File: src/hw/rtl/rar_pkg.sv
// Shared types, constants and command/status structs for the fraction arithmetic block.
package rar_pkg;

	// Default operand width used by the top level.
	localparam int OPERAND_WIDTH_DEF = 31;

	// Field widths of the stream payloads.
	localparam int FIELD_W = 31;
	localparam int MODE_W  = 2;
	localparam int MAG_W   = 64;
	localparam int DEN_W   = 63;

	// Input tdata layout, lowest field first.
	localparam int S_TDATA_W = 128;
	localparam int FN_LSB    = MODE_W;
	localparam int FD_LSB    = FN_LSB + FIELD_W;
	localparam int SN_LSB    = FD_LSB + FIELD_W;
	localparam int SD_LSB    = SN_LSB + FIELD_W;

	// Output tdata layout: numerator, then denominator, then zero fill.
	localparam int M_TDATA_W = 128;
	localparam int M_PAD_W   = M_TDATA_W - MAG_W - DEN_W;

	// Operation codes.
	typedef enum logic [MODE_W-1:0] {
		MODE_ADD = 2'd0,
		MODE_MUL = 2'd1,
		MODE_DIV = 2'd2
	} mode_t;

	// Multiplier operand selection.
	typedef enum logic [2:0] {
		MUL_NONE = 3'd0,
		MUL_AC   = 3'd1,
		MUL_BD   = 3'd2,
		MUL_AT1  = 3'd3,
		MUL_CT2  = 3'd4,
		MUL_BT1  = 3'd5
	} mul_sel_t;

	// Numerator register update.
	typedef enum logic [1:0] {
		NUM_HOLD = 2'd0,
		NUM_PROD = 2'd1,
		NUM_ACC  = 2'd2,
		NUM_RED  = 2'd3
	} num_op_t;

	// Denominator register update.
	typedef enum logic [1:0] {
		DEN_HOLD = 2'd0,
		DEN_PROD = 2'd1,
		DEN_ONE  = 2'd2,
		DEN_RED  = 2'd3
	} den_op_t;

	// Binary GCD unit operations.
	typedef enum logic [2:0] {
		GCD_HOLD    = 3'd0,
		GCD_LOAD_BD = 3'd1,
		GCD_LOAD_ND = 3'd2,
		GCD_HALVE   = 3'd3,
		GCD_STEP    = 3'd4,
		GCD_DOUBLE  = 3'd5
	} gcd_op_t;

	// Two-lane restoring divider operations.
	typedef enum logic [1:0] {
		DIV_HOLD  = 2'd0,
		DIV_SHORT = 2'd1,
		DIV_LONG  = 2'd2,
		DIV_STEP  = 2'd3
	} div_op_t;

	// Command word from the controller to the datapath.
	typedef struct packed {
		logic     load;
		mul_sel_t mul_sel;
		num_op_t  num_op;
		den_op_t  den_op;
		gcd_op_t  gcd_op;
		div_op_t  div_op;
		logic     take_t;
		logic     out_load;
	} dp_cmd_t;

	// Status flags from the datapath to the controller.
	typedef struct packed {
		logic err;
		logic is_add;
		logic both_even;
		logic gcd_eq;
		logic k_zero;
		logic div_done;
		logic num_zero;
	} dp_status_t;

endpackage

File: src/hw/rtl/rar_ctrl.sv
// Controller: sequences loading, products, GCD, division and the output handshake.
module rar_ctrl (
	input  logic                clk,
	input  logic                arst_n,
	input  logic                s_tvalid,
	output logic                s_tready,
	output logic                m_tvalid,
	input  logic                m_tready,
	input  rar_pkg::dp_status_t status,
	output rar_pkg::dp_cmd_t    cmd
);

	typedef enum logic [12:0] {
		ST_IDLE  = 13'b0000000000001,
		ST_DISP  = 13'b0000000000010,
		ST_MUL2  = 13'b0000000000100,
		ST_DEN   = 13'b0000000001000,
		ST_ZCHK  = 13'b0000000010000,
		ST_STRIP = 13'b0000000100000,
		ST_LOOP  = 13'b0000001000000,
		ST_UNSH  = 13'b0000010000000,
		ST_DIV   = 13'b0000100000000,
		ST_MULA  = 13'b0001000000000,
		ST_MULB  = 13'b0010000000000,
		ST_MULC  = 13'b0100000000000,
		ST_OUT   = 13'b1000000000000
	} state_t;

	state_t state_q, state_d;
	logic   final_q, final_d;
	logic   m_tvalid_q;

	assign s_tready = (state_q == ST_IDLE);
	assign m_tvalid = m_tvalid_q;

	// Next state and command decode.
	always_comb begin
		state_d = state_q;
		final_d = final_q;
		cmd     = '{load: 1'b0, mul_sel: rar_pkg::MUL_NONE, num_op: rar_pkg::NUM_HOLD,
			den_op: rar_pkg::DEN_HOLD, gcd_op: rar_pkg::GCD_HOLD,
			div_op: rar_pkg::DIV_HOLD, take_t: 1'b0, out_load: 1'b0};
		unique case (state_q)
			ST_IDLE: begin
				if (s_tvalid) begin
					cmd.load = 1'b1;
					state_d  = ST_DISP;
				end
			end
			ST_DISP: begin
				final_d = 1'b0;
				priority if (status.err) begin
					state_d = ST_OUT;
				end else if (status.is_add) begin
					cmd.gcd_op = rar_pkg::GCD_LOAD_BD;
					state_d    = ST_STRIP;
				end else begin
					cmd.mul_sel = rar_pkg::MUL_AC;
					state_d     = ST_MUL2;
				end
			end
			ST_MUL2: begin
				cmd.mul_sel = rar_pkg::MUL_BD;
				cmd.num_op  = rar_pkg::NUM_PROD;
				state_d     = ST_DEN;
			end
			ST_DEN: begin
				cmd.den_op = rar_pkg::DEN_PROD;
				state_d    = ST_ZCHK;
			end
			ST_ZCHK: begin
				if (status.num_zero) begin
					cmd.den_op = rar_pkg::DEN_ONE;
					state_d    = ST_OUT;
				end else begin
					cmd.gcd_op = rar_pkg::GCD_LOAD_ND;
					final_d    = 1'b1;
					state_d    = ST_STRIP;
				end
			end
			ST_STRIP: begin
				if (status.both_even) begin
					cmd.gcd_op = rar_pkg::GCD_HALVE;
				end else begin
					cmd.gcd_op = rar_pkg::GCD_STEP;
					state_d    = ST_LOOP;
				end
			end
			ST_LOOP: begin
				if (status.gcd_eq) begin
					state_d = ST_UNSH;
				end else begin
					cmd.gcd_op = rar_pkg::GCD_STEP;
				end
			end
			ST_UNSH: begin
				if (status.k_zero) begin
					cmd.div_op = final_q ? rar_pkg::DIV_LONG : rar_pkg::DIV_SHORT;
					state_d    = ST_DIV;
				end else begin
					cmd.gcd_op = rar_pkg::GCD_DOUBLE;
				end
			end
			ST_DIV: begin
				if (!status.div_done) begin
					cmd.div_op = rar_pkg::DIV_STEP;
				end else if (final_q) begin
					cmd.num_op = rar_pkg::NUM_RED;
					cmd.den_op = rar_pkg::DEN_RED;
					state_d    = ST_OUT;
				end else begin
					cmd.take_t = 1'b1;
					state_d    = ST_MULA;
				end
			end
			ST_MULA: begin
				cmd.mul_sel = rar_pkg::MUL_AT1;
				state_d     = ST_MULB;
			end
			ST_MULB: begin
				cmd.mul_sel = rar_pkg::MUL_CT2;
				cmd.num_op  = rar_pkg::NUM_PROD;
				state_d     = ST_MULC;
			end
			ST_MULC: begin
				cmd.mul_sel = rar_pkg::MUL_BT1;
				cmd.num_op  = rar_pkg::NUM_ACC;
				state_d     = ST_DEN;
			end
			ST_OUT: begin
				if (!m_tvalid_q || m_tready) begin
					cmd.out_load = 1'b1;
					state_d      = ST_IDLE;
				end
			end
			default: begin
				state_d = ST_IDLE;
			end
		endcase
	end

	// State, phase flag and output valid.
	always_ff @(posedge clk or negedge arst_n) begin
		if (!arst_n) begin
			state_q    <= ST_IDLE;
			final_q    <= 1'b0;
			m_tvalid_q <= 1'b0;
		end else begin
			state_q <= state_d;
			final_q <= final_d;
			if (cmd.out_load) begin
				m_tvalid_q <= 1'b1;
			end else if (m_tready) begin
				m_tvalid_q <= 1'b0;
			end
		end
	end

endmodule
File: config.mk
export PLATFORM = sky130hd
export DESIGN_NAME = rar_ctrl
export DESIGN_NICKNAME = d
export VERILOG_FILES = /design/src/hw/rtl/rar_pkg.sv /design/src/hw/rtl/rar_ctrl.sv
export SDC_FILE = /design/constraint.sdc
export NUM_CORES = 1
export LEC_CHECK = 0
export BUFFER_PORTS_ARGS = -buffer_cell sky130_fd_sc_hd__buf_2
export CORE_ASPECT_RATIO = 0.5
export CORE_UTILIZATION = 40
export DETAILED_ROUTE_END_ITERATION = 10
export HOLD_SLACK_MARGIN = 0.05
export PLACE_DENSITY = 0.61
export SYNTH_ARGS = -nofsm -noshare
export SYNTH_HDL_FRONTEND = slang
export SYNTH_SLANG_ARGS = --single-unit
File: constraint.sdc
create_clock -name clk -period 2.7 [get_ports clk]
set_clock_uncertainty 0.1 [all_clocks]
set_input_delay 0.54 -clock clk [delete_from_list [all_inputs] [get_ports clk]]
set_output_delay 0.54 -clock clk [all_outputs]
set_load 0.02 [all_outputs]
==> impl_metrics.tcl <==
set metrics [dict create \
    fill_cells 219 \
    drtIter0Drc 61 \
    syn_area_per_cell_um2 8.577 \
    synthDistinctLibCells 39 \
    setup_viol 0 \
    core_area_mm2 0.002357 \
    yosysTopAreaCell "dfrtp_1" \
    ant_nets 0 \
    antenna_cells 0 \
    seq_area_frac_synth 0.3541 \
    wl_per_cell_um 14.34 \
    firstDrtPassIters 4 \
    met3_usage 0.06579 \
    gr-max-usage-layer "met2" \
    clockBufferDepth 2 \
    cellLeakagePower_nw 0.7129 \
    syn_to_final_growth_pct 38.00 \
    nNetsFinal 182 \
    dp.cells 190 \
    clkSinkCount 15 \
    timing.final.max_slew_violations 0 \
    status "finished, final reports clean" \
    synth_area_leaders "dfrtp_1, nand2_1, nor3_1, nand2b_1, nor2_1" \
    dpl.hpwl_um 2183 \
    slowest_stage "dfrtp_2" \
    place_ws_ns 0.2333 \
    netlist_area_mm2 0.001064 \
    cp_max_fo 6 \
    timing.fmax_mhz 375.6 \
    numPortBuffers 27 \
    die_w_um 74.92 \
    row_count 12 \
    met1_usage 0.3114 \
    path_class "reg -> out" \
    synth_top_cell_area_share 0.3294 \
    postLayoutCellArea_mm2 0.001468 \
    rsz0062_at_grt "yes" \
    fin_crit_sh 0.9862 \
    dpl-instance-area_mm2 0.001277 \
    grt_overflow 0 \
    routed_via_density 5.420 \
    globalRouteMet2Util 0.3649 \
    layout_min_cycle_time_ns 2.663 \
    die_area_mm2 0.002881 \
    finalWorstSetupSlack_ns 0.03730 \
    drt_wl_total_um 2940 \
    crit_arrival_ns 2.02 \
    slowest_delay_ns 0.45 \
    h-tree-depth 1 \
    p_per_area_mw_per_mm2 632.1 \
    yosys_warnings 0 \
    chipHeight_um 38.46 \
    final_core_util 0.6226 \
    antenna_found_initial 0 \
    cts_tree "yes" \
    drive_above_1_share 0.4118 \
    cp-end-kind "output port" \
    synth_edf_count 0 \
    peakVddDrop_uv 346.9 \
    required_ns 2.06 \
    pin_count 28 \
    setup_tns_ns 0 \
    gp_routability_congestion 0.8615 \
    final-instance-count-excl-fill 205 \
    ys_seq_elements 15 \
    num_vias 1111 \
    grt_pass1_wl_um 4664 \
    cts.clk_slew.worst_paths_ns 0.07 \
    grt_pass1_vias 969 \
    critPathBufInv 1 \
    crit_family "simple AND/OR/NAND/NOR gates" \
    root_buffer "clkbuf_8" \
    postSynthCellCount 124 \
    grt_max_degree 16 \
    insertion_delay_ns 0.26 \
    crit_chain "nor4_4, nand3_2, or3_4, or2_1, nand2_1, buf_6" \
    worstMarginPinSlew_ns 0.3569 \
    numCtsBuffers 3 \
    async_reset_ff_frac 1.000 \
    slew_headroom 0.7621 \
    worst_hold_path_type "in -> async" \
    synthFlopType "dfrtp_1" \
    initial_core_util 0.4512 \
    startpoint_type "flop" \
    synth_nets 135 \
    drv_cap 0 \
    grt_util_all_layers 0.2353 \
    drc 0 \
    hold_viol 0 \
]
[synthesized netlist by cell type (all sizes together), types with 4 or more instances]
| cell | instances |
|---|---|
| nor3 | 9 |
| nand4b | 4 |
| inv | 4 |
| nor2 | 10 |
| nor2b | 5 |
| nand2b | 6 |
| dfrtp | 14 |
| nand2 | 12 |
| or2 | 4 |
| o21ai | 9 |
[sequential cells by signal, indices dropped and copies added, names as in the netlist]
register,count
final_q,1
state_q,13
m_tvalid,1
[layout by cell type, fill, tap and decap left out, types with 2 or more instances in the layout]
| master | count |
|---|---|
| nor3_4 | 2 |
| dfrtp_2 | 7 |
| nand2b_1 | 6 |
| o21ai_0 | 6 |
| o21a_1 | 2 |
| xor2_1 | 2 |
| a21o_1 | 2 |
| or4_1 | 2 |
| nor2b_1 | 5 |
| clkbuf_8 | 3 |
| nor2_1 | 9 |
| nor4b_1 | 2 |
| o22ai_1 | 3 |
| a21oi_1 | 3 |
| buf_4 | 18 |
| inv_1 | 4 |
| or2_2 | 3 |
| o21ai_1 | 3 |
| dfrtp_1 | 7 |
| nand4b_1 | 4 |
| nand4_1 | 2 |
| o211ai_1 | 2 |
| a31oi_1 | 3 |
| nor3b_1 | 3 |
| xnor2_1 | 2 |
| nand3_2 | 2 |
| buf_2 | 25 |
| or3_4 | 2 |
| and2_1 | 2 |
| nand2_1 | 12 |
| nor3_1 | 6 |
[routing by layer]
metal,share of wire,vias to the layer above,wire [um]
met5,0,-,0
met4,0.017,0,50
met3,0.043,6,126
met2,0.46,30,1364
met1,0.48,524,1398
li1,-,551,-
[stage by stage]
step | hold WS [ns] | power (mW)
after floorplan | 0.1444 | 0.5396
after global placement | 0.3755 | 0.6661
after detailed placement | 0.3752 | 0.6683
after CTS | 0.09824 | 0.8783
after global routing | 0.1119 | 0.9889
final | 0.08246 | 0.9277
[path summary, 6_finish.rpt]
path	startpoint	to	slack (ns)	cells past startpoint
setup / recovery	state_q[5]$_DFFE_PN0P_	cmd[10]	0.04	6
min in group clk	status[5]	state_q[2]$_DFFE_PN0P_	0.37	2
hold reg to reg	final_q$_DFFE_PN0P_	state_q[9]$_DFFE_PN0P_	0.49	1
setup reg to reg	state_q[5]$_DFFE_PN0P_	state_q[12]$_DFFE_PN0P_	0.69	7
max in group asynchronous	arst_n	state_q[0]$_DFFE_PN1P_	2.11	1
hold / removal	arst_n	final_q$_DFFE_PN0P_	0.08	1
[cell type report]
cell class / instances / area (um^2) / area share
tap: 35 / 43.79 / 0.02984
sequential: 15 / 385.4 / 0.2626
timing repair buffer: 44 / 271.5 / 0.1850
inverter: 4 / 15.01 / 0.01023
multi-input combinational: 103 / 706.9 / 0.4817
clock buffer: 4 / 45.04 / 0.03069
[where the power goes]
group | internal (mW) | switching [mW]
sequential | 0.254 | 0.0389
clock | 0.105 | 0.0891
combinational | 0.206 | 0.235
[logic make-up (layout without fill, tap and decap cells)]
family                 count (synthesis)  count (layout)  synth area share
AO/OA/AOI/OAI                         25              25            0.1435
XOR/XNOR                               4               4           0.03295
buffers and inverters                  6              52           0.02353
flip-flops                            15              15            0.3541
AND/OR/NAND/NOR                       74              74            0.4459
[repair_timing]
item,in CTS,in global routing
hold buffers,0,0
setup buffers,1,10
gates resized for setup,4,15
endpoints found under the setup margin,4,9
pin swaps,1,8
No activity file was read; power rests on OpenSTA's default activity.
